===== config.mk =====
export PLATFORM = sky130hd
export DESIGN_NAME = epaper_refresh_sequencer_core
export DESIGN_NICKNAME = d
export VERILOG_FILES = /design/src/hw/rtl/eprs_pkg.sv /design/src/hw/rtl/eprs_ctrl.sv /design/src/hw/rtl/eprs_datapath.sv /design/src/hw/rtl/epaper_refresh_sequencer_core.sv
export SDC_FILE = /design/constraint.sdc
export NUM_CORES = 1
export LEC_CHECK = 0
export BUFFER_PORTS_ARGS = -buffer_cell sky130_fd_sc_hd__buf_2
export CAP_MARGIN = 0
export CELL_PAD_IN_SITES_DETAIL_PLACEMENT = 1
export CELL_PAD_IN_SITES_GLOBAL_PLACEMENT = 1
export CORE_ASPECT_RATIO = 2
export CORE_UTILIZATION = 50
export CTS_CLUSTER_SIZE = 12
export DETAILED_ROUTE_END_ITERATION = 8
export PLACE_DENSITY_LB_ADDON = 0.1
export SLEW_MARGIN = 40
export SYNTH_ARGS = -nofsm -noshare
export SYNTH_HDL_FRONTEND = slang
export SYNTH_SLANG_ARGS = --single-unit

===== constraint.sdc =====
create_clock -name clk -period 4.85 [get_ports clk]
set_input_delay 0.485 -clock clk [delete_from_list [all_inputs] [get_ports clk]]
set_output_delay 0.485 -clock clk [all_outputs]
set_load 0.02 [all_outputs]

===== src/hw/rtl/eprs_pkg.sv =====
package eprs_pkg;

  // Request kinds
  localparam logic [1:0] FUNC_REFRESH = 2'd0;
  localparam logic [1:0] FUNC_WINDOW  = 2'd1;
  localparam logic [1:0] FUNC_SLEEP   = 2'd2;
  localparam logic [1:0] FUNC_NONE    = 2'd3;

  // Refresh modes
  localparam logic [1:0] MODE_FULL = 2'd0;
  localparam logic [1:0] MODE_HALF = 2'd1;
  localparam logic [1:0] MODE_FAST = 2'd2;
  localparam logic [1:0] MODE_BAD  = 2'd3;

  // Item kinds
  localparam logic [1:0] KIND_CMD  = 2'd0;
  localparam logic [1:0] KIND_DAT  = 2'd1;
  localparam logic [1:0] KIND_WAIT = 2'd2;

  // Config register indexes
  localparam logic [2:0] CFG_FULL_SEQ    = 3'd0;
  localparam logic [2:0] CFG_FAST_SEQ    = 3'd1;
  localparam logic [2:0] CFG_HALF_SEQ    = 3'd2;
  localparam logic [2:0] CFG_BORDER_FULL = 3'd3;
  localparam logic [2:0] CFG_BORDER_FAST = 3'd4;
  localparam logic [2:0] CFG_BORDER_HALF = 3'd5;
  localparam logic [2:0] CFG_HALF_TEMP   = 3'd6;
  localparam logic [2:0] CFG_MIRROR      = 3'd7;

  localparam int CFG_AW = 3;
  localparam int CFG_DW = 8;

  // Panel controller commands
  localparam logic [7:0] CMD_SLEEP      = 8'h10;
  localparam logic [7:0] CMD_ENTRY_MODE = 8'h11;
  localparam logic [7:0] CMD_MASTER_ACT = 8'h20;
  localparam logic [7:0] CMD_UPD_CTRL1  = 8'h21;
  localparam logic [7:0] CMD_UPD_CTRL2  = 8'h22;
  localparam logic [7:0] CMD_TEMP_WR    = 8'h1A;
  localparam logic [7:0] CMD_BORDER     = 8'h3C;
  localparam logic [7:0] CMD_RAM_XRANGE = 8'h44;
  localparam logic [7:0] CMD_RAM_YRANGE = 8'h45;
  localparam logic [7:0] CMD_RAM_XCNT   = 8'h4E;
  localparam logic [7:0] CMD_RAM_YCNT   = 8'h4F;

  // Data byte constants
  localparam logic [7:0] DAT_CTRL1_NORM = 8'h40;
  localparam logic [7:0] DAT_CTRL1_FAST = 8'h00;
  localparam logic [7:0] DM_POWER_ON    = 8'hC0;
  localparam logic [7:0] DM_POWER_OFF   = 8'h03;
  localparam logic [7:0] DM_FULL        = 8'h34;
  localparam logic [7:0] DM_HALF        = 8'hD4;
  localparam logic [7:0] DM_FAST        = 8'h1C;
  localparam logic [7:0] DM_FAST_LUT    = 8'h0C;
  localparam logic [7:0] DAT_SLEEP      = 8'h01;
  localparam logic [7:0] DAT_ENTRY_NORM = 8'h01;
  localparam logic [7:0] DAT_ENTRY_MIR  = 8'h00;

  // Reset values of the config registers
  localparam logic [7:0] RST_FULL_SEQ    = 8'hF7;
  localparam logic [7:0] RST_FAST_SEQ    = 8'hFC;
  localparam logic [7:0] RST_HALF_SEQ    = 8'hD7;
  localparam logic [7:0] RST_BORDER      = 8'hC0;
  localparam logic [7:0] RST_HALF_TEMP   = 8'h5A;

  // Script slot counter; longest script (window) has 18 slots
  localparam int SLOT_W = 5;

  typedef struct packed {
    logic [1:0] func;
    logic [1:0] refresh_mode;
    logic       power_off_after;
    logic       lut_loaded;
    logic       from_display;
    logic [9:0] win_x;
    logic [8:0] win_y;
    logic [9:0] win_w;
    logic [8:0] win_h;
  } in_req_t;

  typedef struct packed {
    logic [1:0] kind;
    logic [7:0] out_byte;
    logic       last;
    logic [1:0] mode_used;
  } out_item_t;

  // Controller -> datapath
  typedef struct packed {
    logic              load;
    logic              emit;
    logic [SLOT_W-1:0] slot;
  } eprs_cmd_t;

  // Datapath -> controller
  typedef struct packed {
    logic req_void;
    logic slot_en;
    logic slot_final;
    logic out_stall;
  } eprs_sts_t;

endpackage


===== src/hw/rtl/eprs_ctrl.sv =====
module eprs_ctrl (
  input  logic                clk,
  input  logic                rst_n,
  input  logic                in_valid,
  output logic                in_ready,
  output eprs_pkg::eprs_cmd_t cmd,
  input  eprs_pkg::eprs_sts_t sts
);

  typedef enum logic [1:0] {
    ST_IDLE = 2'b01,
    ST_RUN  = 2'b10
  } state_t;

  state_t                      state_r, state_nxt;
  logic [eprs_pkg::SLOT_W-1:0] slot_r, slot_nxt;

  always_comb begin
    state_nxt = state_r;
    slot_nxt  = slot_r;
    cmd.load  = 1'b0;
    cmd.emit  = 1'b0;
    cmd.slot  = slot_r;
    unique case (state_r)
      ST_IDLE: begin
        if (in_valid) begin
          cmd.load = 1'b1;
          slot_nxt = '0;
          if (!sts.req_void) begin
            state_nxt = ST_RUN;
          end
        end
      end
      ST_RUN: begin
        // disabled slots are stepped over without output
        if (!sts.slot_en) begin
          slot_nxt = slot_r + 1'b1;
        end else if (!sts.out_stall) begin
          cmd.emit = 1'b1;
          if (sts.slot_final) begin
            state_nxt = ST_IDLE;
          end else begin
            slot_nxt = slot_r + 1'b1;
          end
        end
      end
      default: begin
        state_nxt = ST_IDLE;
      end
    endcase
  end

  assign in_ready = (state_r == ST_IDLE);

  always_ff @(posedge clk) begin
    if (!rst_n) begin
      state_r <= ST_IDLE;
      slot_r  <= '0;
    end else begin
      state_r <= state_nxt;
      slot_r  <= slot_nxt;
    end
  end

endmodule


===== src/hw/rtl/eprs_datapath.sv =====
module eprs_datapath #(
  parameter int PANEL_HEIGHT = 480
) (
  input  logic                                clk,
  input  logic                                rst_n,
  input  eprs_pkg::in_req_t                   in_data,
  input  logic                                cfg_we,
  input  logic [eprs_pkg::CFG_AW-1:0]         cfg_addr,
  input  logic [eprs_pkg::CFG_DW-1:0]         cfg_wdata,
  output logic                                out_valid,
  input  logic                                out_ready,
  output eprs_pkg::out_item_t                 out_data,
  input  eprs_pkg::eprs_cmd_t                 cmd,
  output eprs_pkg::eprs_sts_t                 sts
);

  // config registers
  logic [7:0] full_seq_r, fast_seq_r, half_seq_r;
  logic [7:0] border_full_r, border_fast_r, border_half_r;
  logic [7:0] half_temp_r;
  logic       mirror_r;

  // panel state
  logic pp_r, pp_nxt;
  logic ffp_r, ffp_nxt;

  // request script context
  logic [1:0]  func_r, func_nxt;
  logic [1:0]  mode_used_r, mode_used_nxt;
  logic        en_border_r, en_border_nxt;
  logic        en_temp_r, en_temp_nxt;
  logic        slp_pwr_r, slp_pwr_nxt;
  logic [7:0]  ctrl1_r, ctrl1_nxt;
  logic [7:0]  border_r, border_nxt;
  logic [7:0]  seqb_r, seqb_nxt;
  logic [15:0] xs_r, xs_nxt, xe_r, xe_nxt, yt_r, yt_nxt, yb_r, yb_nxt;

  // output register
  logic                out_valid_r, out_valid_nxt;
  eprs_pkg::out_item_t out_data_r;

  // load-time decode
  logic [1:0]  mode;
  logic [7:0]  seq, brd, dm;
  logic        ovr;
  logic [15:0] xlo, xhi;

  always_comb begin
    pp_nxt        = pp_r;
    ffp_nxt       = ffp_r;
    mode          = (in_data.refresh_mode == eprs_pkg::MODE_BAD) ? eprs_pkg::MODE_FULL
                                                               : in_data.refresh_mode;
    if (in_data.func == eprs_pkg::FUNC_REFRESH && in_data.from_display &&
        !in_data.power_off_after) begin
      if (ffp_r) begin
        mode    = eprs_pkg::MODE_FULL;
        ffp_nxt = 1'b0;
      end else if (!pp_r && full_seq_r == 8'd0) begin
        mode = eprs_pkg::MODE_HALF;
      end
    end

    if (mode == eprs_pkg::MODE_FAST) begin
      seq = fast_seq_r;
      brd = border_fast_r;
    end else if (mode == eprs_pkg::MODE_HALF) begin
      seq = (half_seq_r != 8'd0) ? half_seq_r : full_seq_r;
      brd = (border_half_r != 8'd0) ? border_half_r : border_full_r;
    end else begin
      seq = full_seq_r;
      brd = border_full_r;
    end
    ovr = (seq != 8'd0) && !in_data.lut_loaded;

    dm = (pp_r ? 8'd0 : eprs_pkg::DM_POWER_ON) |
         (in_data.power_off_after ? eprs_pkg::DM_POWER_OFF : 8'd0);
    if (mode == eprs_pkg::MODE_FULL) begin
      dm = dm | eprs_pkg::DM_FULL;
    end else if (mode == eprs_pkg::MODE_HALF) begin
      dm = dm | eprs_pkg::DM_HALF;
    end else begin
      dm = dm | (in_data.lut_loaded ? eprs_pkg::DM_FAST_LUT : eprs_pkg::DM_FAST);
    end

    func_nxt      = in_data.func;
    mode_used_nxt = (in_data.func == eprs_pkg::FUNC_REFRESH) ? mode : 2'd0;
    en_border_nxt = ovr && (brd != 8'd0);
    en_temp_nxt   = (mode == eprs_pkg::MODE_HALF);
    ctrl1_nxt     = (mode == eprs_pkg::MODE_FAST) ? eprs_pkg::DAT_CTRL1_FAST
                                                  : eprs_pkg::DAT_CTRL1_NORM;
    border_nxt    = brd;
    seqb_nxt      = ovr ? seq : dm;
    slp_pwr_nxt   = pp_r;

    if (in_data.func == eprs_pkg::FUNC_REFRESH) begin
      if (ovr) begin
        pp_nxt = (seq[1:0] != 2'd0) ? 1'b0 : !in_data.power_off_after;
      end else begin
        pp_nxt = !in_data.power_off_after;
      end
    end else if (in_data.func == eprs_pkg::FUNC_SLEEP) begin
      pp_nxt = 1'b0;
    end

    // window coordinates, 16-bit wrap
    xlo    = {6'd0, in_data.win_x};
    xhi    = xlo + {6'd0, in_data.win_w} - 16'd1;
    xs_nxt = mirror_r ? xhi : xlo;
    xe_nxt = mirror_r ? xlo : xhi;
    yb_nxt = 16'(PANEL_HEIGHT) - {7'd0, in_data.win_y} - {7'd0, in_data.win_h};
    yt_nxt = 16'(PANEL_HEIGHT) - {7'd0, in_data.win_y} - 16'd1;
  end

  always_ff @(posedge clk) begin
    if (!rst_n) begin
      pp_r  <= 1'b0;
      ffp_r <= 1'b1;
    end else if (cmd.load) begin
      pp_r  <= pp_nxt;
      ffp_r <= ffp_nxt;
    end
  end

  always_ff @(posedge clk) begin
    if (cmd.load) begin
      func_r      <= func_nxt;
      mode_used_r <= mode_used_nxt;
      en_border_r <= en_border_nxt;
      en_temp_r   <= en_temp_nxt;
      slp_pwr_r   <= slp_pwr_nxt;
      ctrl1_r     <= ctrl1_nxt;
      border_r    <= border_nxt;
      seqb_r      <= seqb_nxt;
      xs_r        <= xs_nxt;
      xe_r        <= xe_nxt;
      yt_r        <= yt_nxt;
      yb_r        <= yb_nxt;
    end
  end

  always_ff @(posedge clk) begin
    if (!rst_n) begin
      full_seq_r    <= eprs_pkg::RST_FULL_SEQ;
      fast_seq_r    <= eprs_pkg::RST_FAST_SEQ;
      half_seq_r    <= eprs_pkg::RST_HALF_SEQ;
      border_full_r <= eprs_pkg::RST_BORDER;
      border_fast_r <= eprs_pkg::RST_BORDER;
      border_half_r <= eprs_pkg::RST_BORDER;
      half_temp_r   <= eprs_pkg::RST_HALF_TEMP;
      mirror_r      <= 1'b0;
    end else if (cfg_we) begin
      unique case (cfg_addr)
        eprs_pkg::CFG_FULL_SEQ:    full_seq_r    <= cfg_wdata;
        eprs_pkg::CFG_FAST_SEQ:    fast_seq_r    <= cfg_wdata;
        eprs_pkg::CFG_HALF_SEQ:    half_seq_r    <= cfg_wdata;
        eprs_pkg::CFG_BORDER_FULL: border_full_r <= cfg_wdata;
        eprs_pkg::CFG_BORDER_FAST: border_fast_r <= cfg_wdata;
        eprs_pkg::CFG_BORDER_HALF: border_half_r <= cfg_wdata;
        eprs_pkg::CFG_HALF_TEMP:   half_temp_r   <= cfg_wdata;
        eprs_pkg::CFG_MIRROR:      mirror_r      <= cfg_wdata[0];
        default: ;
      endcase
    end
  end

  // script slot -> item
  logic [1:0] it_kind;
  logic [7:0] it_byte;
  logic       it_en, it_final;

  always_comb begin
    it_kind  = eprs_pkg::KIND_CMD;
    it_byte  = 8'd0;
    it_en    = 1'b1;
    it_final = 1'b0;
    if (func_r == eprs_pkg::FUNC_WINDOW) begin
      unique case (cmd.slot)
        5'd0:  it_byte = eprs_pkg::CMD_ENTRY_MODE;
        5'd1:  begin
          it_kind = eprs_pkg::KIND_DAT;
          it_byte = mirror_r ? eprs_pkg::DAT_ENTRY_MIR : eprs_pkg::DAT_ENTRY_NORM;
        end
        5'd2:  it_byte = eprs_pkg::CMD_RAM_XRANGE;
        5'd3:  begin it_kind = eprs_pkg::KIND_DAT; it_byte = xs_r[7:0];  end
        5'd4:  begin it_kind = eprs_pkg::KIND_DAT; it_byte = xs_r[15:8]; end
        5'd5:  begin it_kind = eprs_pkg::KIND_DAT; it_byte = xe_r[7:0];  end
        5'd6:  begin it_kind = eprs_pkg::KIND_DAT; it_byte = xe_r[15:8]; end
        5'd7:  it_byte = eprs_pkg::CMD_RAM_YRANGE;
        5'd8:  begin it_kind = eprs_pkg::KIND_DAT; it_byte = yt_r[7:0];  end
        5'd9:  begin it_kind = eprs_pkg::KIND_DAT; it_byte = yt_r[15:8]; end
        5'd10: begin it_kind = eprs_pkg::KIND_DAT; it_byte = yb_r[7:0];  end
        5'd11: begin it_kind = eprs_pkg::KIND_DAT; it_byte = yb_r[15:8]; end
        5'd12: it_byte = eprs_pkg::CMD_RAM_XCNT;
        5'd13: begin it_kind = eprs_pkg::KIND_DAT; it_byte = xs_r[7:0];  end
        5'd14: begin it_kind = eprs_pkg::KIND_DAT; it_byte = xs_r[15:8]; end
        5'd15: it_byte = eprs_pkg::CMD_RAM_YCNT;
        5'd16: begin it_kind = eprs_pkg::KIND_DAT; it_byte = yt_r[7:0];  end
        default: begin
          it_kind  = eprs_pkg::KIND_DAT;
          it_byte  = yt_r[15:8];
          it_final = 1'b1;
        end
      endcase
    end else if (func_r == eprs_pkg::FUNC_SLEEP) begin
      unique case (cmd.slot)
        5'd0: begin it_en = slp_pwr_r; it_byte = eprs_pkg::CMD_UPD_CTRL1; end
        5'd1: begin
          it_en   = slp_pwr_r;
          it_kind = eprs_pkg::KIND_DAT;
          it_byte = eprs_pkg::DAT_CTRL1_NORM;
        end
        5'd2: begin it_en = slp_pwr_r; it_byte = eprs_pkg::CMD_UPD_CTRL2; end
        5'd3: begin
          it_en   = slp_pwr_r;
          it_kind = eprs_pkg::KIND_DAT;
          it_byte = eprs_pkg::DM_POWER_OFF;
        end
        5'd4: begin it_en = slp_pwr_r; it_byte = eprs_pkg::CMD_MASTER_ACT; end
        5'd5: begin it_en = slp_pwr_r; it_kind = eprs_pkg::KIND_WAIT; end
        5'd6: it_byte = eprs_pkg::CMD_SLEEP;
        default: begin
          it_kind  = eprs_pkg::KIND_DAT;
          it_byte  = eprs_pkg::DAT_SLEEP;
          it_final = 1'b1;
        end
      endcase
    end else begin
      // refresh script; border and temperature pairs are optional
      unique case (cmd.slot)
        5'd0: it_byte = eprs_pkg::CMD_UPD_CTRL1;
        5'd1: begin it_kind = eprs_pkg::KIND_DAT; it_byte = ctrl1_r; end
        5'd2: begin it_en = en_border_r; it_byte = eprs_pkg::CMD_BORDER; end
        5'd3: begin it_en = en_border_r; it_kind = eprs_pkg::KIND_DAT; it_byte = border_r; end
        5'd4: begin it_en = en_temp_r; it_byte = eprs_pkg::CMD_TEMP_WR; end
        5'd5: begin it_en = en_temp_r; it_kind = eprs_pkg::KIND_DAT; it_byte = half_temp_r; end
        5'd6: it_byte = eprs_pkg::CMD_UPD_CTRL2;
        5'd7: begin it_kind = eprs_pkg::KIND_DAT; it_byte = seqb_r; end
        5'd8: it_byte = eprs_pkg::CMD_MASTER_ACT;
        default: begin
          it_kind  = eprs_pkg::KIND_WAIT;
          it_final = 1'b1;
        end
      endcase
    end
  end

  assign out_valid_nxt = cmd.emit | (out_valid_r & ~out_ready);

  always_ff @(posedge clk) begin
    if (!rst_n) begin
      out_valid_r <= 1'b0;
    end else begin
      out_valid_r <= out_valid_nxt;
    end
  end

  always_ff @(posedge clk) begin
    if (cmd.emit) begin
      out_data_r.kind      <= it_kind;
      out_data_r.out_byte  <= it_byte;
      out_data_r.last      <= it_final;
      out_data_r.mode_used <= mode_used_r;
    end
  end

  assign out_valid      = out_valid_r;
  assign out_data       = out_data_r;
  assign sts.req_void   = (in_data.func == eprs_pkg::FUNC_NONE);
  assign sts.slot_en    = it_en;
  assign sts.slot_final = it_final;
  assign sts.out_stall  = out_valid_r & ~out_ready;

endmodule


===== src/hw/rtl/epaper_refresh_sequencer_core.sv =====
// Channel  | Direction | Signals                             | Payload
// ---------+-----------+-------------------------------------+----------------------
// request  | in        | in_valid / in_ready / in_data       | eprs_pkg::in_req_t
// item     | out       | out_valid / out_ready / out_data    | eprs_pkg::out_item_t
// config   | in        | cfg_we / cfg_addr / cfg_wdata       | 8-bit register write
//
// One request at a time: each is accepted, then, unless it is FUNC_NONE, the sequencer
// steps one script slot per cycle unless the output stalls (refresh 10, window 18,
// sleep 8 slots); skipped optional slots are stepped over too, without output.
// The item output register holds a finished item while a new request is accepted.
// out_ready low while an item is held stalls the sequencer on the current slot, unless that slot is disabled.
// Reset (rst_n low, synchronous) restores register defaults, panel off and
// first paint pending.
module epaper_refresh_sequencer_core #(
  parameter int PANEL_HEIGHT = 480
) (
  input  logic                        clk,
  input  logic                        rst_n,
  input  logic                        in_valid,
  output logic                        in_ready,
  input  eprs_pkg::in_req_t           in_data,
  output logic                        out_valid,
  input  logic                        out_ready,
  output eprs_pkg::out_item_t         out_data,
  input  logic                        cfg_we,
  input  logic [eprs_pkg::CFG_AW-1:0] cfg_addr,
  input  logic [eprs_pkg::CFG_DW-1:0] cfg_wdata
);

  eprs_pkg::eprs_cmd_t cmd;
  eprs_pkg::eprs_sts_t sts;

  // sequencer: walks the script slots of the latched request
  eprs_ctrl u_ctrl (
    .clk      (clk),
    .rst_n    (rst_n),
    .in_valid (in_valid),
    .in_ready (in_ready),
    .cmd      (cmd),
    .sts      (sts)
  );

  // datapath: config regs, panel state, request decode, slot item table,
  // output register
  eprs_datapath #(
    .PANEL_HEIGHT (PANEL_HEIGHT)
  ) u_dp (
    .clk       (clk),
    .rst_n     (rst_n),
    .in_data   (in_data),
    .cfg_we    (cfg_we),
    .cfg_addr  (cfg_addr),
    .cfg_wdata (cfg_wdata),
    .out_valid (out_valid),
    .out_ready (out_ready),
    .out_data  (out_data),
    .cmd       (cmd),
    .sts       (sts)
  );

endmodule


==> metrics.md <==
| Metric | Value |
|---|---|
| Outcome | finished clean |
| PortBufs | 75 |
| Clk slew on worst S/H paths | 70 ps |
| Worst Hold Class | in2reg |
| CTS Buf Count | 17 |
| Average wire per standard cell | 21.1 um |
| Gr usage total | 30.8% |
| Slew @ Worst Pin | 820 ps |
| Setup TNS | 0 ps |
| Largest net degree at the start of global routing | 67 |
| H-tree depth reported by CTS | 4 |
| Layout cells sized above 1 | 12.9% |
| Mapped cell area | 8710 um2 |
| PD cells | roughly 340 nW/um2 |
| Bufs on Longest Clock Path | 2 |
| Synth area leader | edfxtp_1 |
| Post-Synthesis Cells | 955 |
| Die ar. | 18,000 um2 |
| Slew Viols, Final | 0 |
| Dpl hpwl | 19.9 mm |
| Max-cap violations | 0 |
| Final-layout fill cell count | slightly above 2,000 |
| Fin crit share | 73.8% |
| Synth Register Bits | between 150 and 200 |
| # nets final | about 1,100 |
| Mean Syn Cell Area | 9.12 um2 |
| Clk sinks | 160 |
| CTS tree | yes |
| Post-synth ARST share | 0% |
| Place WS | 1210 ps |
| ANT cells | 0 |
| Synth area leaders | edfxtp_1 (32%), dfxtp_1 (15%), nand2_1 (8.0%) |
| Top Ports | between 70 and 80 |
| Routability cong. | 0.929 |
| Post-synth EDFFs | 93 |
| Slew HR | 45.1% |
| Core ar. | 17,200 um2 |
| Area Growth Syn to Fin | 12.4% |
| Post-CTS sizing | 0 |
| Vias/cell | 5.97 |
| Post-synth top area share | 32.1% |
| Layout Utilization | 57.0% |
| Clock Tree Root | clkbuf_16 |
| WS Path Type | reg2reg |
| FP Rows | slightly below 70 |
| Final wirelength | roughly 26 mm |
| Peak Freq | 279 MHz |
| Worst setup margin | ~1300 ps |
| First-pass GRT wire length | 40.5 mm |
| Highest fanout seen on the critical path | 22 |
| Worst-Skew Late Latency | about 440 ps |
| Vias | 7,393 |
| Startpoint types | register |
| Residual DRC | 0 |
| Initial drt markers | 308 |
| Peak VDD IR | 0.000174 V |
| Initial core utilization | between 50% and 60% |
| Initial antenna violation count | 0 |
| WP data required | 5040 ps |
| Final setup violation count | 0 |
| Ys flop type | edfxtp_1 |
| Worst Skew | approximately 13 ps |
| Die Height | 189 um |
| Detail Route Antenna Nets | 0 |
| Min Clock Period, post-route | between 3000 and 4000 ps |
| RSZ-0062 raised after global routing | false |
| Die width | 95.3 um |
| Syn nets | 1,052 |
| Yosys cell types | 67 |
| Setup bufs post-CTS | 0 |
| DR pass1 iterations | 7 |
| Vias in the first global route | 7,800 |
| Crit end category | register |
| Register area share after synthesis | between 40% and 50% |
| Worst Path Arrival | roughly 3800 ps |
| Final Hold Violating Endpoints | 0 |
| Hold buffer count at CTS | 0 |
| Grt ovf | 0 |
| Leak | 3.90 nW |
| Ys Warns | 0 |
-- cells by family (layout without fill, tap and decap cells) --
kind of cell,after synthesis,in the layout,share of synthesized area (%)
AO/OA/AOI/OAI,211,211,16.8
XOR/XNOR,25,25,2.51
adder cells (fa/ha/maj),36,36,5.34
buffers and inverters,110,183,4.93
flip-flops,160,160,47.4
multiplexers,13,13,1.71
AND/OR/NAND/NOR,400,400,21.2
-- per-layer routing --
layer  vias up  track usage (%)  part of all wire [%]
met5         -                0                     0
met4         0             21.2                   6.9
met3        85             4.32                   2.3
met2       164             59.0                    57
met1      3635             28.1                    33
li1       3509                -                     -
-- flip-flops by register name, indices dropped and copies added, names as in the netlist, 5 cells and up --
signal              cells
u_dp.yt_r              16
u_dp.border_fast_r      8
u_ctrl.slot_r           5
u_dp.xe_r              12
u_dp.xs_r              12
u_dp.half_seq_r         8
u_dp.out_data          13
u_dp.border_full_r      8
u_dp.fast_seq_r         8
u_dp.yb_r              16
u_dp.border_half_r      8
u_dp.seqb_r             8
u_dp.full_seq_r         8
u_dp.border_r           8
u_dp.half_temp_r        8
-- through the flow --
step           std cells  total power [W]  cell area, um2  hold WS (ps)
6_report            1238          0.00332            9790           340
2_1_floorplan        955          0.00189            8710           400
3_5_place_dp        1206          0.00205            9240           426
4_1_cts             1238          0.00334            9790           332
5_1_grt             1238          0.00344            9790           337
3_3_place_gp        1206          0.00203            9230           416
-- path summary, 6_finish.rpt --
kind	from	to	slack, ps	cells past startpoint
max	u_dp.full_seq_r[3]$_SDFFE_PN0P_	u_dp.seqb_r[3]$_DFFE_PP_	1270	8
min	in_data[21]	u_dp.yt_r[2]$_DFFE_PP_	340	2
max reg2reg	u_dp.full_seq_r[3]$_SDFFE_PN0P_	u_dp.seqb_r[3]$_DFFE_PP_	1270	8
min reg2reg	u_dp.mode_used_r[1]$_SDFFCE_PP0P_	u_dp.out_data[1]$_DFFE_PP_	430	0
-- worst max-delay path, stage by stage, from the launching register on --
cell	delay (ps)
dfxtp_1	330
nor4_1	590
nand2_1	110
o211a_1	540
inv_1	580
o21ai_0	210
and2_1	240
a31oi_4	390
mux2_4	340
-- cell usage after synthesis, drive strengths merged (12+ instances only) --
cell and n:
dfxtp 67, nor2 67, o31ai 12, inv 70
ha 34, nand2 186, nor2b 13, clkbuf 31
o21ai 52, edfxtp 93, a221oi 16, xnor2 19
a21oi 35, a21boi 37, nand2b 17, nor3 15
nand3 49
-- cells in the final DEF, fill, tap and decap left out, drive strengths merged, types with 15 or more instances in the layout --
cell type,Yosys,layout
nor2,67,67
dfxtp,67,67
xnor2,19,19
clkbuf,31,19
a21oi,35,35
ha,34,34
a21boi,37,37
nand2b,17,17
inv,70,79
buf,8,80
nand3,49,49
edfxtp,93,93
nand2,186,186
nor3,15,15
o21ai,52,52
a221oi,16,16
-- final cells by class --
| cell class | instances | area, um2 | share of cell area [%] |
|---|---|---|---|
| clock buffers | 19 | 433 | 4.42 |
| clock inverters | 13 | 121 | 1.24 |
| inverters | 71 | 267 | 2.72 |
| multi-input cells | 685 | 4160 | 42.5 |
| flip-flops and latches | 160 | 4140 | 42.2 |
| well taps | 210 | 263 | 2.68 |
| repair buffers | 80 | 413 | 4.22 |
-- power by group --
group	internal, W	leakage, nW	switching [W]
registers	0.00155	1.43	0.0000545
clock network	0.000716	0.274	0.000578
logic	0.000157	2.20	0.000268
total	0.00242	3.90	0.000900
No activity file was read; power rests on OpenSTA's default activity.
